===== config.mk =====
export PLATFORM = sky130hd
export DESIGN_NAME = mrm_div
export DESIGN_NICKNAME = d
export VERILOG_FILES = /design/src/hdl/multiscale_running_median_core_macros.svh /design/src/hdl/mrm_pkg.sv /design/src/hdl/mrm_div.sv
export SDC_FILE = /design/constraint.sdc
export NUM_CORES = 1
export LEC_CHECK = 0
export BUFFER_PORTS_ARGS = -buffer_cell sky130_fd_sc_hd__buf_2
export CAP_MARGIN = 5
export CORE_MARGIN = 8
export CORE_UTILIZATION = 45
export CTS_CLUSTER_SIZE = 16
export DETAILED_ROUTE_END_ITERATION = 12
export GPL_TIMING_DRIVEN = 0
export HOLD_SLACK_MARGIN = 0.08
export SETUP_SLACK_MARGIN = 0.1
export SLEW_MARGIN = 20
export SYNTH_ARGS = -nofsm -noshare
export SYNTH_HDL_FRONTEND = slang
export SYNTH_SLANG_ARGS = --single-unit

===== constraint.sdc =====
create_clock -name clk -period 10.6 [get_ports clk]
set_clock_uncertainty 0.05 [all_clocks]
set_input_delay 2.12 -clock clk [delete_from_list [all_inputs] [get_ports clk]]
set_output_delay 2.12 -clock clk [all_outputs]
set_load 0.02 [all_outputs]

===== src/hdl/multiscale_running_median_core_macros.svh =====
// Assertion helpers; every use expects clk and rst in scope.
`ifndef MULTISCALE_RUNNING_MEDIAN_CORE_MACROS_SVH
`define MULTISCALE_RUNNING_MEDIAN_CORE_MACROS_SVH

// same-cycle implication
`define MRM_ASSERT_NOW(label, ante, cons, msg) \
  label: assert property (@(posedge clk) disable iff (rst) (ante) |-> (cons)) \
    else $error(msg);

// next-cycle implication
`define MRM_ASSERT_NEXT(label, ante, cons, msg) \
  label: assert property (@(posedge clk) disable iff (rst) (ante) |=> (cons)) \
    else $error(msg);

`endif


===== src/hdl/mrm_pkg.sv =====
`timescale 1ns / 1ps
package mrm_pkg;

  localparam int MAX_WINDOW_DEF  = 8;
  localparam int SAMPLE_BITS_DEF = 32;
  localparam int SAMPLE_W        = 32;
  localparam int OUT_W           = 32;

  localparam logic CMD_FILTER = 1'b0;
  localparam logic CMD_LOAD   = 1'b1;

  typedef struct packed {
    logic push;
    logic load;
  } cell_ctrl_t;

endpackage


===== src/hdl/mrm_div.sv =====
`timescale 1ns / 1ps
module mrm_div #(
  parameter int DW      = 38,
  parameter int DIVISOR = 63
) (
  input  logic          clk,
  input  logic          rst,
  input  logic          start,
  input  logic [DW-1:0] dividend,
  output logic          busy,
  output logic [DW-1:0] quotient
);
  import mrm_pkg::*;

  // DIVISOR is 2^K-1: a*2^K+b = a*DIVISOR+(a+b), so fold until the rest fits in K bits
  localparam int            K    = $clog2(DIVISOR + 1);
  localparam logic [DW-1:0] MASK = DW'(DIVISOR);

  logic [DW-1:0] rem;
  logic [DW-1:0] hi;
  logic [DW-1:0] lo;

  assign hi = rem >> K;
  assign lo = rem & MASK;

  always_ff @(posedge clk) begin
    if (rst) begin
      busy <= 1'b0;
    end else if (start) begin
      busy     <= 1'b1;
      rem      <= dividend;
      quotient <= '0;
    end else if (busy) begin
      if (hi != '0) begin
        quotient <= quotient + hi;
        rem      <= hi + lo;
      end else begin
        if (lo == MASK) begin
          quotient <= quotient + DW'(1);
        end
        busy <= 1'b0;
      end
    end
  end

endmodule


==> results.md, run 1 <==
- The cell count after synthesis came out at 666.
- After Yosys synthesis, and, or, nand and nor cells account for 20.06% of the synthesized area.
- After detailed routing, the number of remaining DRC violations is 0.
- The cell taking the most area after synthesis is edfxtp_1.
- The floorplan has between 40 and 50 rows.
- The post-route netlist has about 16% of its cells at a drive strength greater than 1.
- Headroom to the max-slew limit came out at a little over two fifths.
- The total power is 0.001016 W.
- In this run, distinct cell masters in the synthesized netlist total 63.
- The maximum number of pins on one net before global-route repair is 22.
- The sum of net half-perimeters after detailed placement is 13180 um.
- The overall die height is ~130 um.
- Once layout is complete, the utilization of the core stands at roughly 53%.
- Measured in cells, the most critical reg-to-reg path has a length of 14.
- The fraction of synthesized area in multiplexers is 0.9452%.
- The die footprint is between 15000 and 20000 um2.
- The count of endpoints failing hold in the final timing report came to 0.
- Setup violations remaining at the end of the flow were counted as 0.
- The peak per-stage delay on the critical path is 0.60 ns.
- Counting every sink on the clock net gives 77.
- The per-cell via count in the routed design is 5.707.
- STA puts the critical path data required time at 10.60 ns.
- After the last flow step, the layout net total stands at 840.
- The total overflow left after global routing is 0.
- The maximum frequency from static timing analysis is 249.9 MHz.
- The post-CTS setup buffer count is 0.
- The classification of the worst setup path is in -> reg.
- The flop and latch count out of synthesis is 77.
- Yosys mapped a number of flops with a built-in enable equal to 76.
- The slowest library cell on the worst path is clkbuf_1.
- The number of diodes added for antenna fixing is 0.
- Traced cell by cell, the critical path runs through buf_2 > clkbuf_1 > a21oi_1 > nor2_4 > buf_16.
- The top-area cell type share of the netlist area is 38.31%.
- In the synthesized netlist, the cells that appear most often are edfxtp_1, nand2_1, clkbuf_1.
- For this block, the initial DRC count from the detailed router was 405.
- The via count of the first global-routing pass is between 5000 and 6000.
- Data on the critical path arrives at its endpoint at between 4 and 5 ns.
- The type of element launching the critical path is an input port.
- The number of buffers inserted for hold repair after clock tree synthesis is 0.
- The core region is 13090 um2.
- The clock insertion delay at the later pin of the skew report is between 0.3 and 0.4 ns.
- In the post-synthesis netlist, the biggest area contributors are edfxtp_1, ha_1, nand2_1.
- The most used flip-flop cell after synthesis is edfxtp_1.
- During I/O placement, the number of pins put on the boundary was 80.
- The first-pass iteration count of the detailed router is 5.
- The flow ran to the end, and the final reports show no timing, DRC or antenna violations.
- After synthesis, the mean cell area works out to between 8 and 9 um2.
- After layout, the worst path uses 37.76% of the clock period.
- Input and output buffers added on the ports amount to 79.
- The signed area change from the synthesized netlist to the final layout is 16.85%.
- The peak supply drop is about 64 uV.
- The fraction of synthesized cell area in xor and xnor cells is 6.910%.
- The count of warnings emitted by yosys is 0.
- The netlist area before placement is a little under 6000 um2.
- The slew at the pin closest to its max-slew limit is 0.8759 ns.
- The number of cells traversed by the worst hold path is 2.
- The first-pass GRT wire length is 26520 um.
- The initial antenna violation count is 0.
- The remaining number of nets flagged by the antenna check after routing is 0.
- The clock tree synthesis step divided the H-tree into 3 levels.
- By area, the combinational part of the netlist is dominated by simple AND/OR/NAND/NOR gates.
- The fraction of registers with async set/reset is 0%.
- The root cell of the clock tree is clkbuf_16.
- The startpoint identified for the worst register-to-register timing path is rem[34].
- For this block, the routed nets add up to roughly 17000 um of wire.
- The number of pins with negative max-slew slack in the final report is 0.
- The adder-cell share of the synthesized area is 8.654%.
- The routability congestion estimate from global placement is 0.9188.
- The maximum clock insertion buffer count is 2.
- Tracing the worst setup path back leads to its startpoint at start.
- Setup repair after global routing left no endpoint under its margin.
- Together, buffers and inverters on the worst path number 3.
- The initial utilization of the core area, before any placement, comes to 45.52%.
- The total number of vias is 5365.
- The chip width is 131.1 um.
- In this run the power density over the cells is 146.0 nW/um2.
- The smallest clock period supported by the final layout is computed as approximately 4.0 ns.
- Of all nets on the critical path, the largest fanout is 20.
- The TritonCTS clock tree is built.
- The critical path's top delay family is buffers and inverters.
- Across every metal layer, demand over resource in global routing totals 20.17%.
- On the final layout, the worst hold slack is 0.5845 ns.
- The most common cell in the synthesized netlist is edfxtp_1.
- Counting buffers and inverters, the worst setup path is 5 cells deep.
- The setup TNS is 0 ns.
- After clock tree synthesis, the clock-pin slew on the worst setup and hold paths is 0.06 ns.
- The register area share after synthesis is slightly below 40%.
- STA classifies the critical path endpoint as a flip-flop.
- Summing the areas of all compound-gate instances in the mapped netlist gives 19.20% of the synthesized area.
- The average wire per cell in the routed design is 18.12 um.
- The total CTS buffers is 9.
- The tightest min-delay check is of the reg -> reg type.
- The net count after synthesis is 747.
- In this run the most critical hold path is launched from quotient[37].
- Across the run, the number of max-cap violations was 0.
- The static power due to leakage is 2.674 nW.
- The number of instances resized during post-cts repair is 0.
## flip-flops by register name (all words and copies together) (netlist names)
name	flops
quotient	38
rem	38
busy	1
## where the power goes
| group | switching [W] | internal (W) | leakage (nW) | total [W] |
|---|---|---|---|---|
| clock network | 0.000125 | 0.000181 | 0.137 | 0.000306 |
| logic | 0.000192 | 0.000120 | 1.79 | 0.000312 |
| registers | 0.0000256 | 0.000373 | 0.748 | 0.000398 |
## cell usage in the layout, fill, tap and decap left out, types with 8 or more instances in the layout
| cell | count |
|---|---|
| a21o_1 | 12 |
| a21oi_1 | 44 |
| and3_1 | 8 |
| buf_2 | 81 |
| clkbuf_1 | 57 |
| clkbuf_16 | 9 |
| edfxtp_1 | 76 |
| ha_1 | 38 |
| inv_1 | 20 |
| nand2_1 | 70 |
| nand3_1 | 25 |
| nand4_1 | 18 |
| nor2_1 | 50 |
| nor2b_1 | 8 |
| nor3_1 | 20 |
| nor4_1 | 8 |
| o21a_1 | 12 |
| o21ai_0 | 44 |
| o21ai_1 | 9 |
| o21bai_1 | 8 |
| xnor2_1 | 24 |
| xor2_1 | 23 |
## routing by layer
metal | track usage, % | wire length (um)
met5 | 0 | 0
met4 | 8.575 | 404
met3 | 2.670 | 847
met2 | 33.66 | 8099
met1 | 25.68 | 7679
## worst register-to-register path, stage by stage (launching register included)
cell	delay [ns]
edfxtp_1	0.50
nor4_1	0.37
nand4_1	0.20
nor2_1	0.20
or2_2	0.14
ha_1	0.17
inv_1	0.06
fa_1	0.38
nor2b_1	0.26
o2111a_1	0.29
or4_4	0.20
a31oi_2	0.12
o21bai_1	0.25
a21oi_1	0.14
mux2_1	0.32
## final timing paths
path / to / slack [ns]
setup / recovery: rem[27] / 6.60
setup reg to reg: quotient[28] / 6.69
hold / removal: quotient[37] / 0.58
hold reg to reg: quotient[37] / 0.58
## final cells by class
| type | count | area (um2) |
|---|---|---|
| fill | 1235 | 6125 |
| multi-input combinational | 507 | 3343 |
| sequential | 77 | 2302 |
| timing repair buffer | 82 | 478.0 |
| buffer | 62 | 257.7 |
| clock buffer | 11 | 232.7 |
| tap | 176 | 220.2 |
| inverter | 20 | 75.07 |
| clock inverter | 5 | 51.30 |
## per-stage QoR
stage	setup slack (ns)	instance area [um2]	cells
CTS	6.632	6960	940
finish	6.598	6960	940
global placement	3.941	6573	921
global route	6.440	6960	940
detailed placement	6.309	6676	924
floorplan	5.700	5957	666
## cells by family after synthesis
family,count (synthesis)
AO/OA/AOI/OAI,177
XOR/XNOR,47
adder cells (fa/ha/maj),40
multiplexers,5
flip-flops,77
buffers and inverters,82
AND/OR/NAND/NOR,238
Note: power is estimated with default switching activity, not from simulation.
==> run 2: changes to the inputs <==
clock period = 3.8 ns   (was 10.6 ns; I/O delays follow)
==> run 2 against run 1 <==
  * First-iteration DRC count decreased by 3.7%
  * Clock power increased to 2.8 times the previous value
  * Cell count increased by 2.2%
  * Critical path type is now reg -> reg
  * Largest power group unchanged
==> results.md, run 2 (synthesized netlist as in run 1, its figures left out) <==
- The run finished with clean final reports.
- The quantity of I/O buffers inserted on ports was 79 (unchanged).
- The iteration-0 DRC count of the detailed router was 390 (-3.7%).
- Leaving out fill and tap cells, the most frequent cell in the layout is buf_2.
- The number of maximum-capacitance constraint violations is 0 (unchanged).
- The portion of total power attributed to sequential cells is 38.5% (-0.7 points).
- The clock net sink count is 77 (unchanged).
- The worst path needs 3.529 ns of the cycle, external delays included.
- The first-pass GRT wire length is 26940 um (+1.6%).
- TritonCTS built the clock tree.
- The non-filler instance count after layout is 961 (+2.2%).
- The slew at the pin closest to its max-slew limit was 0.8768 ns (+0.0008972 ns).
- The data arrival time of the critical path is 3.57 ns (-0.44 ns).
- The maximum number of pins on one net before global-route repair is 22 (unchanged).
- Setup repair after global routing left no endpoint under its margin.
- The net switching power of the design is 0.0009596 W (+180%).
- The ratio of cells with drive above 1 in the final layout is 19.75% (+3.5 points).
- The cell-internal power came to 0.001903 W (+180%).
- The worst setup path is of the reg -> reg kind.
- The power density of the placed cells is 399.4 nW/um2 (+170%).
- The register-to-register setup slack is 0.27 ns (-6.42 ns).
- The number of DRC violations after detailed routing is 0 (unchanged).
- The number of nets in the final layout is 861 (+2.5%).
- The portion of total power attributed to combinational logic is 31.8% (+1.1 points).
- The slowest library cell on the worst path is edfxtp_1.
- The via count of the first global-routing pass is 5357 (+1.4%).
- The critical path goes through nor4_1 > nand4_1 > nor2_2 > or2_2 > ha_1 > inv_1 > fa_2 > nor2b_2 > o2111a_2 > or4_4 > a31oi_2 > o21bai_2 > a21oi_2 > mux2_1.
- The total CTS buffers is 9 (unchanged).
- The number of pins with negative max-slew slack in the final report is 0 (unchanged).
- The path class of the tightest hold or removal check is reg -> reg.
- The largest registers in the layout are quotient x38, rem x38, busy x1.
- The number of primary I/O pins is 80 (unchanged).
- The placeable core region came to 13090 um2 (unchanged).
- The average wire per cell in the routed design came to 18.03 um (-0.47%).
- The initial antenna violation count is 0 (unchanged).
- The required time at the endpoint of the critical path is 3.84 ns (-6.76 ns).
- In the finished design, the share of the clock period the worst path needs comes to 92.87%.
- The hold slack was 0.5849 ns (+0.0003720 ns).
- The per-cell via count in the routed design is 5.722 (+0.26%).
- The total power is 0.002863 W (+180%).
- The first-pass iteration count of the detailed router is 5 (unchanged).
- The global-route usage over all layers came to 20.52% (+0.35 points).
- The number of inserted filler cells in the final layout is 1217 (-1.5%).
- The starting density of the core is 45.52% (unchanged).
- The root cell of the clock tree is clkbuf_16.
- The category of the worst setup path capture point is a flip-flop.
- The setup TNS is 0 ns (unchanged).
- The total overflow reported by the global router was 0 (unchanged).
- Leaving out fill and tap cells, the most frequent cells in the layout are buf_2, edfxtp_1, nand2_1.
- Compared with the post-synthesis result, the final layout area differs by 20.33%.
- The peak supply drop is 179.0 uV (+180%).
- The count of endpoints failing hold in the final timing report is 0 (unchanged).
- The chip width was 131.1 um (unchanged).
- The number of H-tree levels came to 3 (unchanged).
- The maximum clock insertion buffer count is 2 (unchanged).
- The number of endpoints failing setup at the final stage is 0 (unchanged).
- The total number of vias came to 5499 (+2.5%).
- The biggest fanout along the worst timing path is 4 (-80%).
- The worst setup path is launched from a flip-flop.
- The cell row count is 42 (unchanged).
- The die footprint is 17180 um2 (unchanged).
- The total instance count after detailed placement came to 924 (unchanged).
- The static power due to leakage is 2.779 nW (+3.9%).
- The switching share of total power was 33.52% (-0.16 points).
- The number of buffers inserted for hold repair after clock tree synthesis is 0 (unchanged).
- The relative max-transition margin was 40.93% (-0.68 points).
- Static timing analysis puts the maximum clock frequency at 283.4 MHz.
- The clock insertion delay at the later pin of the skew report is 0.35 ns (about the same).
- The overall die height is 131.1 um (unchanged).
- The peak per-stage delay on the critical path is 0.45 ns (-0.15 ns).
- The remaining number of nets flagged by the antenna check after routing is 0 (unchanged).
- The routability congestion estimate from global placement is 0.9188 (unchanged).
- The clock group share of total power is 29.6% (-0.5 points).
- The clock input transition at the sequential cells of the worst setup and hold paths came to 0.06 ns (about the same).
- The wire length reported by the detailed router came to 17330 um (+1.7%).
- The number of diodes added for antenna fixing is 0 (unchanged).
- The sum of net half-perimeters after detailed placement is 13180 um (unchanged).
run 2: power by group through the flow:
stage | logic (W) | clock network, W | registers, W
6_report | 0.000912 | 0.000848 | 0.00110
5_1_grt | 0.00101 | 0.000899 | 0.00111
4_1_cts | 0.000894 | 0.000868 | 0.00110
3_5_place_dp | 0.000861 | 0 | 0.00113
3_3_place_gp | 0.000829 | 0 | 0.00113
2_1_floorplan | 0.000575 | 0 | 0.00116
run 2: cell type report:
cell class / instances / area [um2] / area share (%)
Multi-Input combinational cell: 507 / 3393 / 47.34
Sequential cell: 77 / 2302 / 32.12
Timing Repair Buffer: 103 / 635.6 / 8.867
Buffer: 62 / 257.7 / 3.596
Clock buffer: 11 / 232.7 / 3.247
Tap cell: 176 / 220.2 / 3.072
Inverter: 20 / 75.07 / 1.047
Clock inverter: 5 / 51.30 / 0.7157
run 2: repair_timing:
action,CTS,global route
buffers inserted,14,7
gates resized for setup,4,7
endpoints found under the setup margin,4,4
pin swaps,1,6
run 2: metrics by stage:
| step | util [%] | setup slack, ns | area [um2] |
|---|---|---|---|
| floorplan | - | 0.2598 | 5957 |
| global placement | 50.23 | -1.499 | 6573 |
| detailed placement | 51.02 | -0.05205 | 6676 |
| CTS | 54.13 | 0.1127 | 7083 |
| global route | 54.78 | 0.1098 | 7168 |
| finish | 54.78 | 0.2709 | 7168 |
run 2: worst max-delay path: cells and delay by family (launching register included):
kind / cells / cell delay [ns]
AOI/OAI and AO/OA: 4 / 0.72
adders and majority gates: 2 / 0.52
buffers and inverters: 1 / 0.07
DFF: 1 / 0.45
muxes: 1 / 0.32
and+or+nand+nor: 6 / 1.15
run 2: routing by layer:
metal	vias to the layer above	routed length [um]	track usage [%]
met1	2641	7506	25.70
li1	2657	-	-
met4	0	451	8.913
met3	33	980	3.034
met5	-	0	0
met2	168	8390	34.44
run 2: path summary, 6_finish.rpt:
path	from	end	cells past startpoint
setup / recovery	rem[14]	quotient[28]	14
hold / removal	quotient[37]	quotient[37]	2
setup reg to reg	rem[14]	quotient[28]	14
hold reg to reg	quotient[37]	quotient[37]	2
